[src/design/utf8d_pkg.sv]
`timescale 1ns / 1ps
`default_nettype none
// ----------------------------------------------------------------------------
// UTF-8 stream decoder package
// Types and constants shared by the decoder's front end, queue and back end.
// ----------------------------------------------------------------------------
package utf8d_pkg;

    localparam int CP_W      = 21;
    localparam int BYTE_W    = 8;
    localparam int NREP_W    = 3;
    localparam int PADDR_W   = 3;
    localparam int PDATA_W   = 32;

    localparam logic [PADDR_W-1:0] REG_REPLACEMENT = 3'd0;
    localparam logic [CP_W-1:0]    REPL_RESET      = 21'h00FFFD;

    localparam logic [2:0] LEN_NONE = 3'd0;
    localparam logic [2:0] LEN_2    = 3'd2;
    localparam logic [2:0] LEN_3    = 3'd3;
    localparam logic [2:0] LEN_4    = 3'd4;

    localparam logic [CP_W-1:0] MIN_LEN_2 = 21'h000080;
    localparam logic [CP_W-1:0] MIN_LEN_3 = 21'h000800;
    localparam logic [CP_W-1:0] MIN_LEN_4 = 21'h010000;
    localparam logic [CP_W-1:0] SURR_LO   = 21'h00D800;
    localparam logic [CP_W-1:0] SURR_HI   = 21'h00DFFF;
    localparam logic [CP_W-1:0] CP_MAX    = 21'h10FFFF;

    localparam logic [NREP_W-1:0] MAX_RESULTS = 3'd4;

    // One request to the back end: a run of replacements, then an optional
    // well-formed code point.
    typedef struct packed {
        logic [NREP_W-1:0] nrep;
        logic              has_final;
        logic [CP_W-1:0]   cp;
        logic              string_end;
    } job_t;

    typedef struct packed {
        logic full;
        logic empty;
    } q_status_t;

endpackage

`default_nettype wire

[src/design/utf8d_if.sv]
`timescale 1ns / 1ps
`default_nettype none
// ----------------------------------------------------------------------------
// UTF-8 stream decoder channels
// Valid/ready channels for raw input bytes and for decoded code points.
// ----------------------------------------------------------------------------
interface utf8d_byte_if;
    logic       valid;
    logic       ready;
    logic [7:0] byte_in;
    logic       string_end;

    modport source (output valid, output byte_in, output string_end, input ready);
    modport sink (input valid, input byte_in, input string_end, output ready);
endinterface

interface utf8d_cp_if;
    logic        valid;
    logic        ready;
    logic [20:0] code_point;
    logic        well_formed;
    logic        run_last;
    logic        string_done;

    modport source (output valid, output code_point, output well_formed,
                    output run_last, output string_done, input ready);
    modport sink (input valid, input code_point, input well_formed,
                  input run_last, input string_done, output ready);
endinterface

`default_nettype wire

[src/design/utf8d_front.sv]
`timescale 1ns / 1ps
`default_nettype none
// ----------------------------------------------------------------------------
// UTF-8 decoder front end
// Accepts bytes, tracks the pending sequence and classifies each byte into a
// request for the back end.
// ----------------------------------------------------------------------------
module utf8d_front (
    input  wire logic               clk,
    input  wire logic               rst_n,
    utf8d_byte_if.sink              in_bytes,
    input  wire utf8d_pkg::q_status_t q_status,
    output      logic               push,
    output      utf8d_pkg::job_t    job
);

    logic [utf8d_pkg::CP_W-1:0] partial_reg, partial_next;
    logic [2:0]                 len_reg, len_next;
    logic [1:0]                 held_reg, held_next;
    logic                       accept;

    assign in_bytes.ready = !q_status.full;
    assign accept         = in_bytes.valid && in_bytes.ready;

    always_comb
    begin
        logic [7:0]                 b;
        logic                       is_cont;
        logic [utf8d_pkg::CP_W-1:0] val;
        logic [utf8d_pkg::CP_W-1:0] minv;
        logic                       bad;
        logic                       f_rep;
        logic                       f_final;
        logic                       f_start;
        logic [2:0]                 f_len;
        logic [utf8d_pkg::CP_W-1:0] f_val;

        b       = in_bytes.byte_in;
        is_cont = (b[7:6] == 2'b10);
        val     = {partial_reg[14:0], b[5:0]};

        f_rep   = 1'b0;
        f_final = 1'b0;
        f_start = 1'b0;
        f_len   = utf8d_pkg::LEN_NONE;
        f_val   = '0;
        priority if (b[7] == 1'b0)
        begin
            f_final = 1'b1;
        end
        else if (b[7:5] == 3'b110)
        begin
            f_len = utf8d_pkg::LEN_2;
            f_val = {16'd0, b[4:0]};
        end
        else if (b[7:4] == 4'b1110)
        begin
            f_len = utf8d_pkg::LEN_3;
            f_val = {17'd0, b[3:0]};
        end
        else if (b[7:3] == 5'b11110)
        begin
            f_len = utf8d_pkg::LEN_4;
            f_val = {18'd0, b[2:0]};
        end
        else
        begin
            f_rep = 1'b1;
        end
        if (f_len != utf8d_pkg::LEN_NONE)
        begin
            if (in_bytes.string_end)
            begin
                f_rep = 1'b1;
            end
            else
            begin
                f_start = 1'b1;
            end
        end

        unique case (len_reg)
            utf8d_pkg::LEN_2: minv = utf8d_pkg::MIN_LEN_2;
            utf8d_pkg::LEN_3: minv = utf8d_pkg::MIN_LEN_3;
            default:          minv = utf8d_pkg::MIN_LEN_4;
        endcase
        bad = (val < minv) || ((val >= utf8d_pkg::SURR_LO) && (val <= utf8d_pkg::SURR_HI))
              || (val > utf8d_pkg::CP_MAX);

        job.nrep       = '0;
        job.has_final  = 1'b0;
        job.cp         = {13'd0, b};
        job.string_end = in_bytes.string_end;
        partial_next   = partial_reg;
        len_next       = len_reg;
        held_next      = held_reg;

        if (len_reg == utf8d_pkg::LEN_NONE)
        begin
            job.nrep      = {2'd0, f_rep};
            job.has_final = f_final;
            if (f_start)
            begin
                len_next     = f_len;
                partial_next = f_val;
                held_next    = 2'd0;
            end
        end
        else if (is_cont)
        begin
            if (({1'b0, held_reg} + 3'd2) >= len_reg)
            begin
                if (bad)
                begin
                    job.nrep = 3'd2 + {1'b0, held_reg};
                end
                else
                begin
                    job.has_final = 1'b1;
                    job.cp        = val;
                end
                len_next     = utf8d_pkg::LEN_NONE;
                partial_next = '0;
                held_next    = 2'd0;
            end
            else if (in_bytes.string_end)
            begin
                job.nrep     = 3'd2 + {1'b0, held_reg};
                len_next     = utf8d_pkg::LEN_NONE;
                partial_next = '0;
                held_next    = 2'd0;
            end
            else
            begin
                partial_next = val;
                held_next    = held_reg + 2'd1;
            end
        end
        else
        begin
            job.nrep      = 3'd1 + {1'b0, held_reg} + {2'd0, f_rep};
            job.has_final = f_final;
            len_next      = f_start ? f_len : utf8d_pkg::LEN_NONE;
            partial_next  = f_start ? f_val : '0;
            held_next     = 2'd0;
        end
    end

    assign push = accept && ((job.nrep != '0) || job.has_final);

    always_ff @(posedge clk or negedge rst_n)
    begin
        if (!rst_n)
        begin
            partial_reg <= '0;
            len_reg     <= utf8d_pkg::LEN_NONE;
            held_reg    <= 2'd0;
        end
        else if (accept)
        begin
            partial_reg <= partial_next;
            len_reg     <= len_next;
            held_reg    <= held_next;
        end
    end

    a_len_legal: assert property (@(posedge clk) disable iff (!rst_n)
        len_reg == utf8d_pkg::LEN_NONE || len_reg == utf8d_pkg::LEN_2
        || len_reg == utf8d_pkg::LEN_3 || len_reg == utf8d_pkg::LEN_4)
        else $error("front: illegal sequence length");
    a_idle_empty: assert property (@(posedge clk) disable iff (!rst_n)
        len_reg == utf8d_pkg::LEN_NONE |-> held_reg == 2'd0 && partial_reg == '0)
        else $error("front: stale bytes with no sequence pending");
    a_held_short: assert property (@(posedge clk) disable iff (!rst_n)
        len_reg != utf8d_pkg::LEN_NONE |-> ({1'b0, held_reg} + 3'd2) < len_reg + 3'd1)
        else $error("front: sequence holds too many bytes");
    a_end_clears: assert property (@(posedge clk) disable iff (!rst_n)
        accept && in_bytes.string_end |=> len_reg == utf8d_pkg::LEN_NONE)
        else $error("front: sequence left pending after string end");
    a_job_size: assert property (@(posedge clk) disable iff (!rst_n)
        push |-> job.nrep + {2'd0, job.has_final} <= utf8d_pkg::MAX_RESULTS)
        else $error("front: too many results for one byte");

endmodule

`default_nettype wire

[src/design/utf8d_queue.sv]
`timescale 1ns / 1ps
`default_nettype none
// ----------------------------------------------------------------------------
// UTF-8 decoder request queue
// Small first-in first-out buffer of requests between front and back end.
// ----------------------------------------------------------------------------
module utf8d_queue #(
    parameter int DEPTH = 4
) (
    input  wire logic                 clk,
    input  wire logic                 rst_n,
    input  wire logic                 push,
    input  wire utf8d_pkg::job_t      push_job,
    input  wire logic                 pop,
    output      utf8d_pkg::job_t      head_job,
    output      utf8d_pkg::q_status_t status
);

    localparam int PTR_W = (DEPTH > 1) ? $clog2(DEPTH) : 1;
    localparam int CNT_W = $clog2(DEPTH + 1);
    localparam logic [PTR_W-1:0] LAST_PTR = PTR_W'(DEPTH - 1);
    localparam logic [CNT_W-1:0] FULL_CNT = CNT_W'(DEPTH);

    utf8d_pkg::job_t   entry_reg [DEPTH];
    logic [PTR_W-1:0]  wr_ptr_reg, wr_ptr_next;
    logic [PTR_W-1:0]  rd_ptr_reg, rd_ptr_next;
    logic [CNT_W-1:0]  count_reg, count_next;

    assign status.full  = (count_reg == FULL_CNT);
    assign status.empty = (count_reg == '0);
    assign head_job     = entry_reg[rd_ptr_reg];

    always_comb
    begin
        wr_ptr_next = wr_ptr_reg;
        rd_ptr_next = rd_ptr_reg;
        count_next  = count_reg;
        if (push)
        begin
            wr_ptr_next = (wr_ptr_reg == LAST_PTR) ? '0 : wr_ptr_reg + PTR_W'(1);
        end
        if (pop)
        begin
            rd_ptr_next = (rd_ptr_reg == LAST_PTR) ? '0 : rd_ptr_reg + PTR_W'(1);
        end
        if (push && !pop)
        begin
            count_next = count_reg + CNT_W'(1);
        end
        else if (pop && !push)
        begin
            count_next = count_reg - CNT_W'(1);
        end
    end

    always_ff @(posedge clk or negedge rst_n)
    begin
        if (!rst_n)
        begin
            wr_ptr_reg <= '0;
            rd_ptr_reg <= '0;
            count_reg  <= '0;
        end
        else
        begin
            wr_ptr_reg <= wr_ptr_next;
            rd_ptr_reg <= rd_ptr_next;
            count_reg  <= count_next;
        end
    end

    always_ff @(posedge clk)
    begin
        if (push)
        begin
            entry_reg[wr_ptr_reg] <= push_job;
        end
    end

    a_no_overflow: assert property (@(posedge clk) disable iff (!rst_n)
        push |-> !status.full)
        else $error("queue: push while full");
    a_no_underflow: assert property (@(posedge clk) disable iff (!rst_n)
        pop |-> !status.empty)
        else $error("queue: pop while empty");
    a_count_range: assert property (@(posedge clk) disable iff (!rst_n)
        count_reg <= FULL_CNT)
        else $error("queue: count out of range");

endmodule

`default_nettype wire

[src/design/utf8d_back.sv]
`timescale 1ns / 1ps
`default_nettype none
// ----------------------------------------------------------------------------
// UTF-8 decoder back end
// Expands each request into its results and drives the output register.
// ----------------------------------------------------------------------------
module utf8d_back (
    input  wire logic                       clk,
    input  wire logic                       rst_n,
    input  wire logic [utf8d_pkg::CP_W-1:0] replacement,
    input  wire utf8d_pkg::job_t            head_job,
    input  wire utf8d_pkg::q_status_t       q_status,
    output      logic                       pop,
    utf8d_cp_if.source                      out_points
);

    logic                         cur_valid_reg, cur_valid_next;
    utf8d_pkg::job_t              cur_reg, cur_next;
    logic                         out_valid_reg, out_valid_next;
    logic [utf8d_pkg::CP_W-1:0]   out_cp_reg;
    logic                         out_ok_reg;
    logic                         out_last_reg;
    logic                         out_done_reg;

    logic                         load;
    logic                         item_last;
    logic                         item_ok;
    logic [utf8d_pkg::CP_W-1:0]   item_cp;

    assign load = cur_valid_reg && (!out_valid_reg || out_points.ready);

    always_comb
    begin
        if (cur_reg.nrep != '0)
        begin
            item_cp   = replacement;
            item_ok   = 1'b0;
            item_last = (cur_reg.nrep == 3'd1) && !cur_reg.has_final;
        end
        else
        begin
            item_cp   = cur_reg.cp;
            item_ok   = 1'b1;
            item_last = 1'b1;
        end
    end

    assign pop = !q_status.empty && (!cur_valid_reg || (load && item_last));

    always_comb
    begin
        cur_next       = cur_reg;
        cur_valid_next = cur_valid_reg;
        if (pop)
        begin
            cur_next       = head_job;
            cur_valid_next = 1'b1;
        end
        else if (load)
        begin
            cur_valid_next = !item_last;
            if (cur_reg.nrep != '0)
            begin
                cur_next.nrep = cur_reg.nrep - 3'd1;
            end
        end
        out_valid_next = load ? 1'b1 : (out_valid_reg && !out_points.ready);
    end

    always_ff @(posedge clk or negedge rst_n)
    begin
        if (!rst_n)
        begin
            cur_valid_reg <= 1'b0;
            out_valid_reg <= 1'b0;
        end
        else
        begin
            cur_valid_reg <= cur_valid_next;
            out_valid_reg <= out_valid_next;
        end
    end

    always_ff @(posedge clk)
    begin
        cur_reg <= cur_next;
        if (load)
        begin
            out_cp_reg   <= item_cp;
            out_ok_reg   <= item_ok;
            out_last_reg <= item_last;
            out_done_reg <= item_last && cur_reg.string_end;
        end
    end

    assign out_points.valid       = out_valid_reg;
    assign out_points.code_point  = out_cp_reg;
    assign out_points.well_formed = out_ok_reg;
    assign out_points.run_last    = out_last_reg;
    assign out_points.string_done = out_done_reg;

    a_live_job: assert property (@(posedge clk) disable iff (!rst_n)
        cur_valid_reg && cur_reg.nrep == '0 |-> cur_reg.has_final)
        else $error("back: request with no result left");
    a_done_last: assert property (@(posedge clk) disable iff (!rst_n)
        out_valid_reg && out_done_reg |-> out_last_reg)
        else $error("back: string done without run last");
    a_clean_last: assert property (@(posedge clk) disable iff (!rst_n)
        out_valid_reg && out_ok_reg |-> out_last_reg)
        else $error("back: clean code point not last of its run");
    a_nrep_bound: assert property (@(posedge clk) disable iff (!rst_n)
        cur_valid_reg |-> cur_reg.nrep <= utf8d_pkg::MAX_RESULTS)
        else $error("back: replacement count out of range");

endmodule

`default_nettype wire

[src/design/utf8_stream_decoder.sv]
`timescale 1ns / 1ps
`default_nettype none
// ----------------------------------------------------------------------------
// UTF-8 stream decoder
// Decodes a byte stream into code points, substituting a programmable
// replacement value for every malformed byte.
// ----------------------------------------------------------------------------
// A byte's first result goes through the request queue and the current-request
// register into the output register. Throughput: one byte per cycle while each
// byte gives at most one result and the output is not stalled. The results of a
// byte form bursts the request queue absorbs; input stalls only on a full queue.
// Reset clears the pending sequence, the queue and the output register, and sets
// the replacement register to 0xFFFD.
module utf8_stream_decoder #(
    parameter int QUEUE_DEPTH = 4
) (
    input  wire logic                          clk,
    input  wire logic                          rst_n,
    utf8d_byte_if.sink                         in_bytes,
    utf8d_cp_if.source                         out_points,
    input  wire logic                          psel,
    input  wire logic                          penable,
    input  wire logic                          pwrite,
    input  wire logic [utf8d_pkg::PADDR_W-1:0] paddr,
    input  wire logic [utf8d_pkg::PDATA_W-1:0] pwdata,
    output      logic [utf8d_pkg::PDATA_W-1:0] prdata,
    output      logic                          pready
);

    logic [utf8d_pkg::CP_W-1:0] repl_reg;
    utf8d_pkg::job_t            push_job;
    utf8d_pkg::job_t            head_job;
    utf8d_pkg::q_status_t       q_status;
    logic                       push;
    logic                       pop;

    assign pready = 1'b1;
    assign prdata = {{(utf8d_pkg::PDATA_W - utf8d_pkg::CP_W){1'b0}}, repl_reg};

    always_ff @(posedge clk or negedge rst_n)
    begin
        if (!rst_n)
        begin
            repl_reg <= utf8d_pkg::REPL_RESET;
        end
        else if (psel && penable && pwrite && pready
                 && paddr[2:2] == utf8d_pkg::REG_REPLACEMENT[2:2])
        begin
            repl_reg <= pwdata[utf8d_pkg::CP_W-1:0];
        end
    end

    utf8d_front u_front (
        .clk      (clk),
        .rst_n    (rst_n),
        .in_bytes (in_bytes),
        .q_status (q_status),
        .push     (push),
        .job      (push_job)
    );

    utf8d_queue #(
        .DEPTH (QUEUE_DEPTH)
    ) u_queue (
        .clk      (clk),
        .rst_n    (rst_n),
        .push     (push),
        .push_job (push_job),
        .pop      (pop),
        .head_job (head_job),
        .status   (q_status)
    );

    utf8d_back u_back (
        .clk         (clk),
        .rst_n       (rst_n),
        .replacement (repl_reg),
        .head_job    (head_job),
        .q_status    (q_status),
        .pop         (pop),
        .out_points  (out_points)
    );

endmodule

`default_nettype wire

[src/flat_wrapper.sv]
// flat-port wrapper written by rule: the top's interface ports become plain ports
module utf8_stream_decoder_flat 
#(
    parameter int QUEUE_DEPTH = 4
)
  (clk, rst_n, psel, penable, pwrite, paddr, pwdata, prdata, pready, in_bytes_valid, in_bytes_byte_in, in_bytes_string_end, in_bytes_ready, out_points_valid, out_points_code_point, out_points_well_formed, out_points_run_last, out_points_string_done, out_points_ready);
  utf8d_byte_if in_bytes_i ();
  utf8d_cp_if out_points_i ();
  input  wire logic clk;
  input  wire logic rst_n;
  input  wire logic psel;
  input  wire logic penable;
  input  wire logic pwrite;
  input  wire logic [utf8d_pkg::PADDR_W-1:0] paddr;
  input  wire logic [utf8d_pkg::PDATA_W-1:0] pwdata;
  output      logic [utf8d_pkg::PDATA_W-1:0] prdata;
  output      logic pready;
  input wire logic [$bits(in_bytes_i.valid)-1:0] in_bytes_valid;
  input wire logic [$bits(in_bytes_i.byte_in)-1:0] in_bytes_byte_in;
  input wire logic [$bits(in_bytes_i.string_end)-1:0] in_bytes_string_end;
  output wire logic [$bits(in_bytes_i.ready)-1:0] in_bytes_ready;
  output wire logic [$bits(out_points_i.valid)-1:0] out_points_valid;
  output wire logic [$bits(out_points_i.code_point)-1:0] out_points_code_point;
  output wire logic [$bits(out_points_i.well_formed)-1:0] out_points_well_formed;
  output wire logic [$bits(out_points_i.run_last)-1:0] out_points_run_last;
  output wire logic [$bits(out_points_i.string_done)-1:0] out_points_string_done;
  input wire logic [$bits(out_points_i.ready)-1:0] out_points_ready;
  assign in_bytes_i.valid = in_bytes_valid;
  assign in_bytes_i.byte_in = in_bytes_byte_in;
  assign in_bytes_i.string_end = in_bytes_string_end;
  assign in_bytes_ready = in_bytes_i.ready;
  assign out_points_valid = out_points_i.valid;
  assign out_points_code_point = out_points_i.code_point;
  assign out_points_well_formed = out_points_i.well_formed;
  assign out_points_run_last = out_points_i.run_last;
  assign out_points_string_done = out_points_i.string_done;
  assign out_points_i.ready = out_points_ready;
  utf8_stream_decoder #(.QUEUE_DEPTH(QUEUE_DEPTH)) u_core (.clk(clk), .rst_n(rst_n), .in_bytes(in_bytes_i), .out_points(out_points_i), .psel(psel), .penable(penable), .pwrite(pwrite), .paddr(paddr), .pwdata(pwdata), .prdata(prdata), .pready(pready));
endmodule
[config.mk]
export PLATFORM = sky130hd
export DESIGN_NAME = utf8_stream_decoder_flat
export DESIGN_NICKNAME = d
export VERILOG_FILES = /design/src/design/utf8d_pkg.sv /design/src/design/utf8d_if.sv /design/src/design/utf8d_front.sv /design/src/design/utf8d_queue.sv /design/src/design/utf8d_back.sv /design/src/design/utf8_stream_decoder.sv /design/src/flat_wrapper.sv
export SDC_FILE = /design/constraint.sdc
export NUM_CORES = 1
export LEC_CHECK = 0
export BUFFER_PORTS_ARGS = -buffer_cell sky130_fd_sc_hd__buf_4
export CAP_MARGIN = 20
export CELL_PAD_IN_SITES_DETAIL_PLACEMENT = 1
export CELL_PAD_IN_SITES_GLOBAL_PLACEMENT = 1
export CORE_MARGIN = 4
export CORE_UTILIZATION = 51
export CTS_BUF_LIST = sky130_fd_sc_hd__clkbuf_4
export CTS_CLUSTER_SIZE = 12
export DETAILED_ROUTE_END_ITERATION = 10
export PLACE_DENSITY = 0.79
export SLEW_MARGIN = 30
export SYNTH_ARGS = -nofsm -noshare
export SYNTH_HDL_FRONTEND = slang
export SYNTH_HIERARCHICAL = 1
export SYNTH_SLANG_ARGS = --single-unit
export TNS_END_PERCENT = 10
[constraint.sdc]
create_clock -name clk -period 3.9 [get_ports clk]
set_input_delay 0.585 -clock clk [delete_from_list [all_inputs] [get_ports clk]]
set_output_delay 0.585 -clock clk [all_outputs]
set_load 0.005 [all_outputs]
==> run metrics, run 1 <==
leakage=just under 0.004 uW; top cell type's share of synthesized area=53.74%; Hold Crit Depth=2; non-filler instance count after layout=~900; EDFF count, synth=154; worst slew pin tran=approximately 0.90 ns; Final Core Density=60.63%; max cap viols=0; Root Buffer=clkbuf_4; Hold WC Path Type=in -> reg; final wirelength=18950 um; # rows=47; Clock Sinks=204; Reg2Reg Depth=14; largest net degree at the start of global routing=51; end of the worst register-to-register path=u_core/u_queue/count_reg[2]; vias in the first global route=~5200; largest cells by area after synthesis=edfxtp_1 (54%), dfrtp_1 (10%), mux4_2 (4.7%), dfstp_2 (4.6%), mux2_4 (3.7%); CP startpoint kind=flop; VDD IR max=263.3 uV; r2r startpoint=u_core/u_front/len_reg[1]; clock transition at the registers of the reported paths=0.06 ns; Rel. slew slack=40.31%; io pins=110; Avg Inst Size Synth=17.31 um^2; Area Overhead vs Synth=16.85%; synth unique cells=55; wire per inst=around 22 um; pwr/cell area=664.9 mW/mm^2; Setup violations, final=0; H-tree depth=2; Tcrit/Tclk final=96.07%; Yosys warning count=6; Flop pwr share=a little under half; via count=4742; Final nets=687; Setup CP Type=reg -> reg; Slew Limit Fails=0; HPWL Detailed=~12000 um; initial antenna violation count=1; Tmin final=roughly 3.7 ns; Max Buffers Root-to-Sink=3; Crit path arrival time=between 4 and 5 ns; fmax=0.2669 GHz; r2r setup slk=0.15 ns; total grt overflow=0; largest area contributor in the netlist=edfxtp_1; Seq/Total Area, Yosys=68.50%; Die H=137.9 um; drt first pass iters=7; Clk Latency, worst-skew pair=~0.64 ns; post-route ant nets=0; Core Region=0.01658 mm^2; Hold Violations, Final=0; post-synthesis cell area=0.008605 mm^2; endpoint of the worst hold path=u_core/repl_reg[17]; starting DRC count in detailed routing=~290; worst-path fanout max=9; fraction of layout cells with a size suffix above 1=40.27%; startpoint of the worst hold path=pwdata[17]; CTS Buf Count=52; Comb power frac=24.5%; status=completed; global placement routability congestion=0.7741; skew final=roughly 0.038 ns; Crit. End Element=flop; Switching Share=28.95%; worst hold slack=0.1832 ns; first-pass GRT wire length=~29000 um; DP Area=0.009343 mm^2; Starting Density=about half; Clk pwr share=27.6%; Pint=4750 uW; GRT Util Overall=about a fifth; max FFs per register=around 100; DRC viols=0; Psw=between 1500 and 2000 uW; DIE WIDTH=137.9 um; worst path required time=4.44 ns; CTS tree=yes; FF+latch count, synth=204; Async S/R FF share, synth=24.51%; die area=between 0.015 and 0.02 mm^2; Syn Inst Count=~500; cell area after layout=0.01005 mm^2; Vias/cell=5.395; Top FF cell, synth=edfxtp_1; Post-Place Cells=784; IO Port Bufs=84
power groups by stage:
| stage | logic [uW] | registers [uW] | clock network (uW) |
|---|---|---|---|
| 5_1_grt | 1790 | 3250 | 2040 |
| 3_3_place_gp | 1510 | 3190 | 0 |
| 2_1_floorplan | 1160 | 3110 | 0 |
| 4_1_cts | 1650 | 3200 | 1900 |
| 6_report | 1640 | 3200 | 1850 |
| 3_5_place_dp | 1620 | 3240 | 0 |
area by class of cell:
type,instances,area [um^2]
clock inverters,12,71.32
flip-flops and latches,204,5894
repair buffers,94,708.2
diodes,1,2.502
fillers,1567,6529
multi-input cells,249,2427
inverters,18,67.56
clock buffers,81,608.1
well taps,220,275.3
critical path: stages, from the launching register on:
cell and delay, ns:
dfrtp_1 0.41, nor2b_1 0.28, nand2_1 0.09, ha_1 0.28, nand2_1 0.05, a31o_2 0.21
and3_1 0.22, or4_1 0.62, a41oi_4 0.31, ha_1 0.25, inv_1 0.08, fa_1 0.37
xor2_1 0.15, nor2_1 0.15, xor2_1 0.18
worst max-delay path by stage:
| stage | slack [ns] | cells past startpoint | to | startpoint |
|---|---|---|---|---|
| 2_1_floorplan | 0.62 | 9 | u_core/u_queue/entry_reg[1][0] | u_core/u_front/len_reg[1] |
| 3_3_place_gp | 0.35 | 14 | u_core/u_queue/count_reg[2] | u_core/u_front/len_reg[1] |
| 3_5_place_dp | 0.16 | 14 | u_core/u_queue/count_reg[2] | u_core/u_front/len_reg[1] |
| 4_1_cts | 0.08 | 14 | u_core/u_queue/count_reg[2] | u_core/u_front/len_reg[1] |
| 5_1_grt | -0.01 | 14 | u_core/u_queue/count_reg[2] | u_core/u_front/len_reg[1] |
| 6_report | 0.15 | 14 | u_core/u_queue/count_reg[2] | u_core/u_front/len_reg[1] |
layer usage:
layer	GRT usage, %	wire length, um	vias up
met5	0	0	-
met4	5.653	268	0
met3	4.935	1140	21
met2	34.79	9745	170
met1	26.33	7797	2419
li1	-	-	2132
cell families after synthesis:
family                   synth area share, %
flip-flops                             68.50
AND/OR/NAND/NOR                        6.311
multiplexers                           14.72
buffers and inverters                  3.970
AO/OA/AOI/OAI                          3.548
adder cells (fa/ha/maj)                2.559
XOR/XNOR                              0.3054
other                                0.08728
stage by stage:
stage	setup slack (ns)	TNS (ns)	total power, uW
detailed placement	0.1621	0	4864
finish	0.1534	0	6685
floorplan	0.6225	0	4267
CTS	0.08427	0	6750
global placement	0.3491	0	4700
global route	-0.01024	-0.01024	7071
cell usage after synthesis (3+ instances only):
cell type    n
nor3_1       3
nand2_1     39
a21oi_1      5
inv_1       18
mux2_1       5
dfstp_2     15
o21ai_1     11
nand3_1      4
mux4_2      18
buf_2        4
nor3b_1      3
and2_1      20
buf_6        4
mux2_4      21
nand2b_1     4
edfxtp_1   154
ha_1        16
nor2_1       7
buf_4       19
or4_1        4
mux2_2      23
mux4_1       8
dfrtp_1     35
a22o_1       3
clkbuf_1     5
o21ai_0      6
nor2b_1      3
cells in the final DEF, fill, tap and decap left out, types with 2 or more instances in the layout:
cell / count
or3_1: 2
a32o_1: 2
nor2b_1: 3
mux2_4: 21
dfrtp_1: 35
clkbuf_4: 81
nand3_1: 4
or4_1: 4
dfstp_2: 15
mux2i_1: 2
mux4_1: 8
conb_1: 12
a31oi_1: 2
clkinv_1: 10
o21ai_1: 11
buf_4: 93
o21ai_0: 6
nor3b_1: 3
inv_1: 18
mux4_2: 18
ha_1: 16
mux2_1: 5
a21oi_1: 5
edfxtp_1: 154
xor2_1: 2
a31o_2: 2
nor2_1: 7
o221ai_2: 2
nor4_1: 2
nor3_1: 3
mux2_2: 23
and2_1: 19
nand2b_1: 4
a21o_1: 2
nand2_1: 39
a22o_1: 3
timing repair:
action | in CTS | in global routing
resized for setup | 0 | 1
endpoints found under the hold margin | 21 | 0
setup endpoints to repair | 0 | 1
hold buffers | 1 | 0
setup buffers | 0 | 0
(Power assumes the default switching activity.)
==> run 2: changes to the inputs <==
Settings changed: SYNTH_HIERARCHICAL 1 to default.
==> run 2 against run 1 <==
Against the previous run: cell count down 1.3%; die area down 3.2%; count of clock-buffer cells in the layout down 8; combinational power up 8%; sequential power up 2%; worst setup slack better by 0.49 ns; final area down 1.8%; synthesized cell count down 4.2%; clock skew up 0.016 ns; critical endpoint is now u_core.u_queue.count_reg[1]; largest cell class unchanged; highest routed layer unchanged.
==> run metrics, run 2 <==
fraction of layout cells with a size suffix above 1=42.70%; pwr/cell area=692.0 mW/mm^2; DIE WIDTH=between 100 and 150 um; Seq/Total Area, Yosys=70.92%; worst path required time=around 4.4 ns; drt first pass iters=4; synth unique cells=54; Area Overhead vs Synth=18.80%; skew final=0.05388 ns; Post-CTS Resized=0; CTS Buf Count=51; FF/Latch Area=0.005894 mm^2; commonest non-fill, non-tap cells in the layout=edfxtp_1 (154), buf_4 (96), clkbuf_4 (73); Top FF cell, synth=edfxtp_1; GRT Util Overall=20.55%; Setup CP Type=reg -> reg; most common cell in the netlist=edfxtp_1; Root Buffer=clkbuf_4; largest cells by area after synthesis=edfxtp_1 (56%), dfrtp_1 (11%), mux4_2 (7.0%), mux2_2 (6.4%), dfstp_2 (4.7%); Async S/R FF share, synth=24.51%; DRC viols=0; status=completed; combinational family with the most area after synthesis=multiplexers; fill cell total of the finished layout=1504; VDD IR max=384.6 uV; final wirelength=18260 um; xor and xnor area share after synthesis=0.3161%; Hold Buf Count CTS=1; global placement routability congestion=between 0.8 and 0.9; Pwr Total=~6800 uW; Starting Density=52.13%; total grt overflow=0; Slew Limit Fails=0; io pins=110; Vias/cell=5.426; initial antenna violation count=1; worst hold slack=0.1791 ns; Syn Inst Count=476; Hold Crit Depth=2; Fin Setup TNS=0 ns; die area=~0.018 mm^2; Crit path arrival time=3.75 ns; area fraction in compound gates after synthesis=slightly above 4%; unrepaired setup endpoints after global routing=no; H-tree depth=2; Clock Sinks=204; vias in the first global route=5176; # rows=46; Setup violations, final=0; max FFs per register=104; Yosys warning count=0; worst-path fanout max=7; clock transition at the registers of the reported paths=0.07 ns; fmax=roughly 0.31 GHz; Tcrit/Tclk final=between 80% and 90%; simple-gate share of the synthesized area=5.555%; Tmin final=roughly 3.3 ns; HPWL Detailed=about 12000 um; first-pass GRT wire length=about 29000 um; Rel. slew slack=37.04%; via count=4710; top cell type's share of synthesized area=55.64%; synthesized-area fraction occupied by adder cells=2.649%; Post-Place Cells=770; IO Port Bufs=84; area of the multi-input gates=roughly 0.0022 mm^2; Reg2Reg Depth=10; Final Core Density=61.94%; EDFF count, synth=154; largest net degree at the start of global routing=51; Hold WC Path Type=in -> reg; largest area contributor in the netlist=edfxtp_1; post-synthesis cell area=0.008312 mm^2; worst slew pin tran=0.9433 ns; non-filler instance count after layout=868; CP startpoint kind=flop; commonest non-fill, non-tap cell in the layout=edfxtp_1; leakage=between 0.003 and 0.004 uW; Clk Latency, worst-skew pair=around 0.64 ns; Crit. End Element=flop; Avg Inst Size Synth=17.46 um^2; FF+latch count, synth=204; Max Buffers Root-to-Sink=3; Final nets=676; Core Region=~0.016 mm^2; Die H=135.7 um; starting DRC count in detailed routing=approximately 230; wire per inst=roughly 21 um; Post-CTS Setup Inserts=0; mux cell area share after synthesis=between 10% and 20%; CTS tree=yes; post-route ant nets=0; Hold Violations, Final=0; max cap viols=0; most frequent cells after synthesis=edfxtp_1 (154), mux2_2 (47), dfrtp_1 (35)
run 2: cell types whose count changed in the layout (fill, tap and decap cells not counted), moves of 9 or more:
cell,change
mux2_4,-21
clkinv_1,+9
a22o_1,+9
o21ai_1,-10
mux2_2,+24
nand2_1,-17
run 2: critical path, stage by stage (launching register included):
cell      delay, ns
dfrtp_1        0.40
inv_1          0.09
ha_1           0.33
a21o_1         0.18
a311o_1        0.43
a221oi_1       0.47
nor2_1         0.20
ha_1           0.27
inv_1          0.11
fa_1           0.40
mux2_2         0.27
run 2: cell families (layout without fill, tap and decap cells):
group,count (synthesis),in the layout
buffers and inverters,45,210
xor gates and xnor gates,3,3
AOI/OAI and AO/OA,46,46
DFF,204,204
and+or+nand+nor,84,84
other,2,13
adders and majority gates,17,17
muxes,75,75
run 2: path summary, 6_finish.rpt:
kind / slack [ns] / startpoint / end
max reg2reg: 0.64 / u_core.u_front.len_reg[2] / u_core.u_queue.count_reg[1]
max in group asynchronous: 2.86 / rst_n / u_core.u_queue.count_reg[0]
max: 0.64 / u_core.u_front.len_reg[2] / u_core.u_queue.count_reg[1]
min: 0.18 / pwdata[19] / u_core.repl_reg[19]
min in group asynchronous: 0.54 / rst_n / u_core.repl_reg[18]
min reg2reg: 0.54 / u_core.u_front.partial_reg[0] / u_core.u_front.partial_reg[6]
run 2: where the power goes:
group	switching [uW]	leakage, uW	internal [uW]
clock	858	0.000388	936
combinational	908	0.00138	862
sequential	270	0.00205	3000
run 2: metrics by stage:
| stage | instance area, um^2 | worst slack (ns) |
|---|---|---|
| floorplan | 8349 | 0.06094 |
| global placement | 9173 | 0.4230 |
| detailed placement | 9195 | 0.2670 |
| CTS | 9872 | 0.6279 |
| global route | 9874 | 0.5050 |
| finish | 9874 | 0.6414 |
run 2: layout make-up:
class / count / share of cell area [%]
sequential: 204 / 59.69
multi-input combinational: 237 / 22.63
timing repair buffer: 98 / 7.552
clock buffer: 73 / 5.550
tap: 216 / 2.737
clock inverter: 23 / 1.204
inverter: 16 / 0.6082
antenna: 1 / 0.02534
run 2: per-layer routing:
metal | vias to the layer above | wire length [um] | global-route usage [%]
met2 | 170 | 9180 | 34.15
met1 | 2401 | 7797 | 27.12
met5 | - | 0 | 0
met3 | 34 | 899 | 3.975
li1 | 2105 | - | -
met4 | 0 | 382 | 7.783
==> run 3: changes to the inputs <==
Settings changed: ABC_AREA from default to 1, CORE_UTILIZATION 51 to 48, PLACE_DENSITY 0.79 to 0.78.
Clock period 3.9 ns to 3.2 ns, I/O delays scaled along.
==> run 3 against run 2 <==
Against the previous run: sequential cell count unchanged; register-to-register slack worse by 0.48 ns; via count up 24%; clock power up 22%; worst hold slack worse by 0.11 ns; non-clock buffer count up 17; count of clock-buffer cells in the layout up 9; area after synthesis up 3.3%; clock skew down 0.00075 ns; synthesized cell count up 47%; critical path type unchanged; largest power group unchanged.
==> run metrics, run 3 <==
status=completed; pwr/cell area=between 800 and 900 mW/mm^2; synth unique cells=43; worst path required time=3.69 ns; Rel. slew slack=40.98%; critical path's slowest cell=fa_2; Bufs and invs on worst path=4; Die H=141.7 um; Async S/R FF share, synth=24.51%; # rows=48; DIE WIDTH=around 140 um; Crit path arrival time=3.52 ns; worst-path fanout max=5; most common cell in the netlist=edfxtp_1; die area=0.02009 mm^2; commonest non-fill, non-tap cell in the layout=edfxtp_1; global routing's busiest layer=met2; Core Region=roughly 0.017 mm^2; Area Overhead vs Synth=20.54%; via count=5859; cell area after layout=0.01035 mm^2; largest area contributor in the netlist=edfxtp_1; Seq/Total Area, Yosys=68.66%; io pins=110; wire per inst=roughly 19 um; slowest stage delay, CP=0.39 ns; fmax=around 0.33 GHz; skew final=0.05312 ns; Setup violations, final=0; DP Area=0.009598 mm^2; fraction of layout cells with a size suffix above 1=32.31%; max FFs per register=104; Final nets=just over 900; FF+latch count, synth=around 200; unrepaired setup endpoints after global routing=yes; met3 GRT Util=under 10%; Root Buffer=clkbuf_4; CP cell instances=inv_2 > ha_1 > a21oi_2 > o211ai_4 > nand2_2 > clkinv_1 > nand3_4 > nand2_1 > nand2_1 > nand3b_1 > nand3_2 > nand2_4 > inv_1 > ha_1 > inv_2 > fa_2 > a21oi_1 > o21ai_0 > xnor2_1; Yosys warning count=0; initial antenna violation count=1; Avg Inst Size Synth=approximately 12 um^2; max cap viols=0; r2r setup slk=0.16 ns; DRC viols=0; Tcrit/Tclk final=94.85%; EDFF count, synth=around 150; first-pass GRT wire length=~33000 um; final wirelength=around 21000 um; total grt overflow=0; HPWL Detailed=14110 um; Tmin final=3.035 ns; drt first pass iters=4; fill cell total of the finished layout=around 1800; Global Route met2 Usage=37.82%; Hold Violations, Final=0; Starting Density=about half; largest cells by area after synthesis=edfxtp_1 (54%), dfrtp_1 (10%), dfstp_2 (4.6%), o21ai_0 (4.5%), nand2_1 (4.1%); GRT Util Overall=roughly a fifth; commonest non-fill, non-tap cells in the layout=edfxtp_1 (154), buf_4 (110), nand2_1 (92); CP startpoint kind=flop; largest net degree at the start of global routing=55; Syn Inst Count=700; Clk Latency, worst-skew pair=approximately 0.65 ns; Slew Limit Fails=0; Max Buffers Root-to-Sink=3; CTS tree=yes; Vias/cell=5.283; VDD IR max=427.3 uV; Crit. End Element=flop; Final Core Density=between 50% and 60%; IO Port Bufs=84; clock transition at the registers of the reported paths=about 0.070 ns; top cell type's share of synthesized area=53.87%; starting DRC count in detailed routing=287; leakage=0.004163 uW; H-tree depth=2; post-route ant nets=0; Hold WC Path Type=in -> reg; vias in the first global route=between 6000 and 7000; global placement routability congestion=0.8616; met1 usage=approximately 25%; worst slew pin tran=0.8827 ns; CTS Buf Count=51; Fin Setup TNS=0 ns; post-synthesis cell area=about 0.0086 mm^2; cell family with most CP delay=adder cells; most frequent cells after synthesis=edfxtp_1 (154), nand2_1 (94), nor2_1 (79); Clock Sinks=204; Top FF cell, synth=edfxtp_1; Setup CP Type=reg -> reg
## run 3: worst paths after layout
path | startpoint | cells after the start | to
worst max register to register | u_core.u_front.len_reg[2] | 19 | u_core.u_queue.count_reg[2]
worst max-delay path | u_core.u_front.len_reg[2] | 19 | u_core.u_queue.count_reg[2]
worst min register to register | u_core.u_back.cur_valid_reg | 2 | u_core.u_back.out_points.valid
worst min-delay path | pwdata[15] | 2 | u_core.repl_reg[15]
min in group asynchronous | rst_n | 2 | u_core.u_queue.rd_ptr_reg[0]
max in group asynchronous | rst_n | 2 | u_core.u_front.held_reg[1]
## run 3: worst reg2reg max path, stage by stage (launching register included)
cell      delay, ns
dfrtp_1        0.37
inv_2          0.06
ha_1           0.35
a21oi_2        0.21
o211ai_4       0.13
nand2_2        0.08
clkinv_1       0.11
nand3_4        0.13
nand2_1        0.06
nand2_1        0.06
nand3b_1       0.11
nand3_2        0.15
nand2_4        0.05
inv_1          0.06
ha_1           0.15
inv_2          0.06
fa_2           0.40
a21oi_1        0.15
o21ai_0        0.11
xnor2_1        0.13
## run 3: what timing repair did
item / CTS / global route
setup endpoints to repair: 1 / 2
setup buffers: 2 / 1
resized for setup: 0 / 9
endpoints found under the hold margin: 35 / 0
pin swaps: 1 / 2
hold buffers: 1 / 0
## run 3: final cells by class
type                            count  area (um^2)  share of cell area [%]
Timing Repair Buffer              115        915.9                   8.851
Antenna cell                        2        5.005                 0.04837
Multi-Input combinational cell    407         2352                   22.73
Sequential cell                   204         5894                   56.97
Tap cell                          225        281.5                   2.721
Clock buffer                       82        615.6                   5.949
Inverter                           61        229.0                   2.213
Clock inverter                     13        53.80                  0.5200
## run 3: layer usage
metal	up-vias	routed length, um
met5	-	0
met4	0	484
met3	43	1316
met2	198	10880
met1	2878	8300
li1	2740	-
## run 3: per-stage QoR
| stage | total power [uW] | setup WS (ns) | std cells | hold slack [ns] |
|---|---|---|---|---|
| after CTS | 9316 | 0.004860 | 1106 | 0.01280 |
| after detailed placement | 7068 | -0.2693 | 1008 | 0.4713 |
| after floorplan | 5818 | -0.1204 | 710 | 0.1844 |
| after global placement | 6775 | -0.06963 | 1008 | 0.4580 |
| after global routing | 9954 | -0.008022 | 1109 | 0.02082 |
| final | 9306 | 0.1648 | 1109 | 0.06551 |
## run 3: logic make-up (layout without fill, tap and decap cells)
kind of cell / Yosys count / count (layout) / synth area share (%)
AO/OA/AOI/OAI: 137 / 137 / 9.794
flip-flops: 204 / 204 / 68.66
XOR/XNOR: 2 / 2 / 0.2041
buffers and inverters: 99 / 271 / 5.058
multiplexers: 17 / 17 / 2.230
AND/OR/NAND/NOR: 222 / 222 / 11.40
adder cells (fa/ha/maj): 17 / 17 / 2.565
other: 2 / 14 / 0.08748
## run 3: where the power goes
part	total [uW]	internal (uW)	switching, uW	leakage (uW)
registers	4000	3740	267	0.00205
logic	3110	1130	1980	0.00171
clock network	2190	1160	1030	0.000401
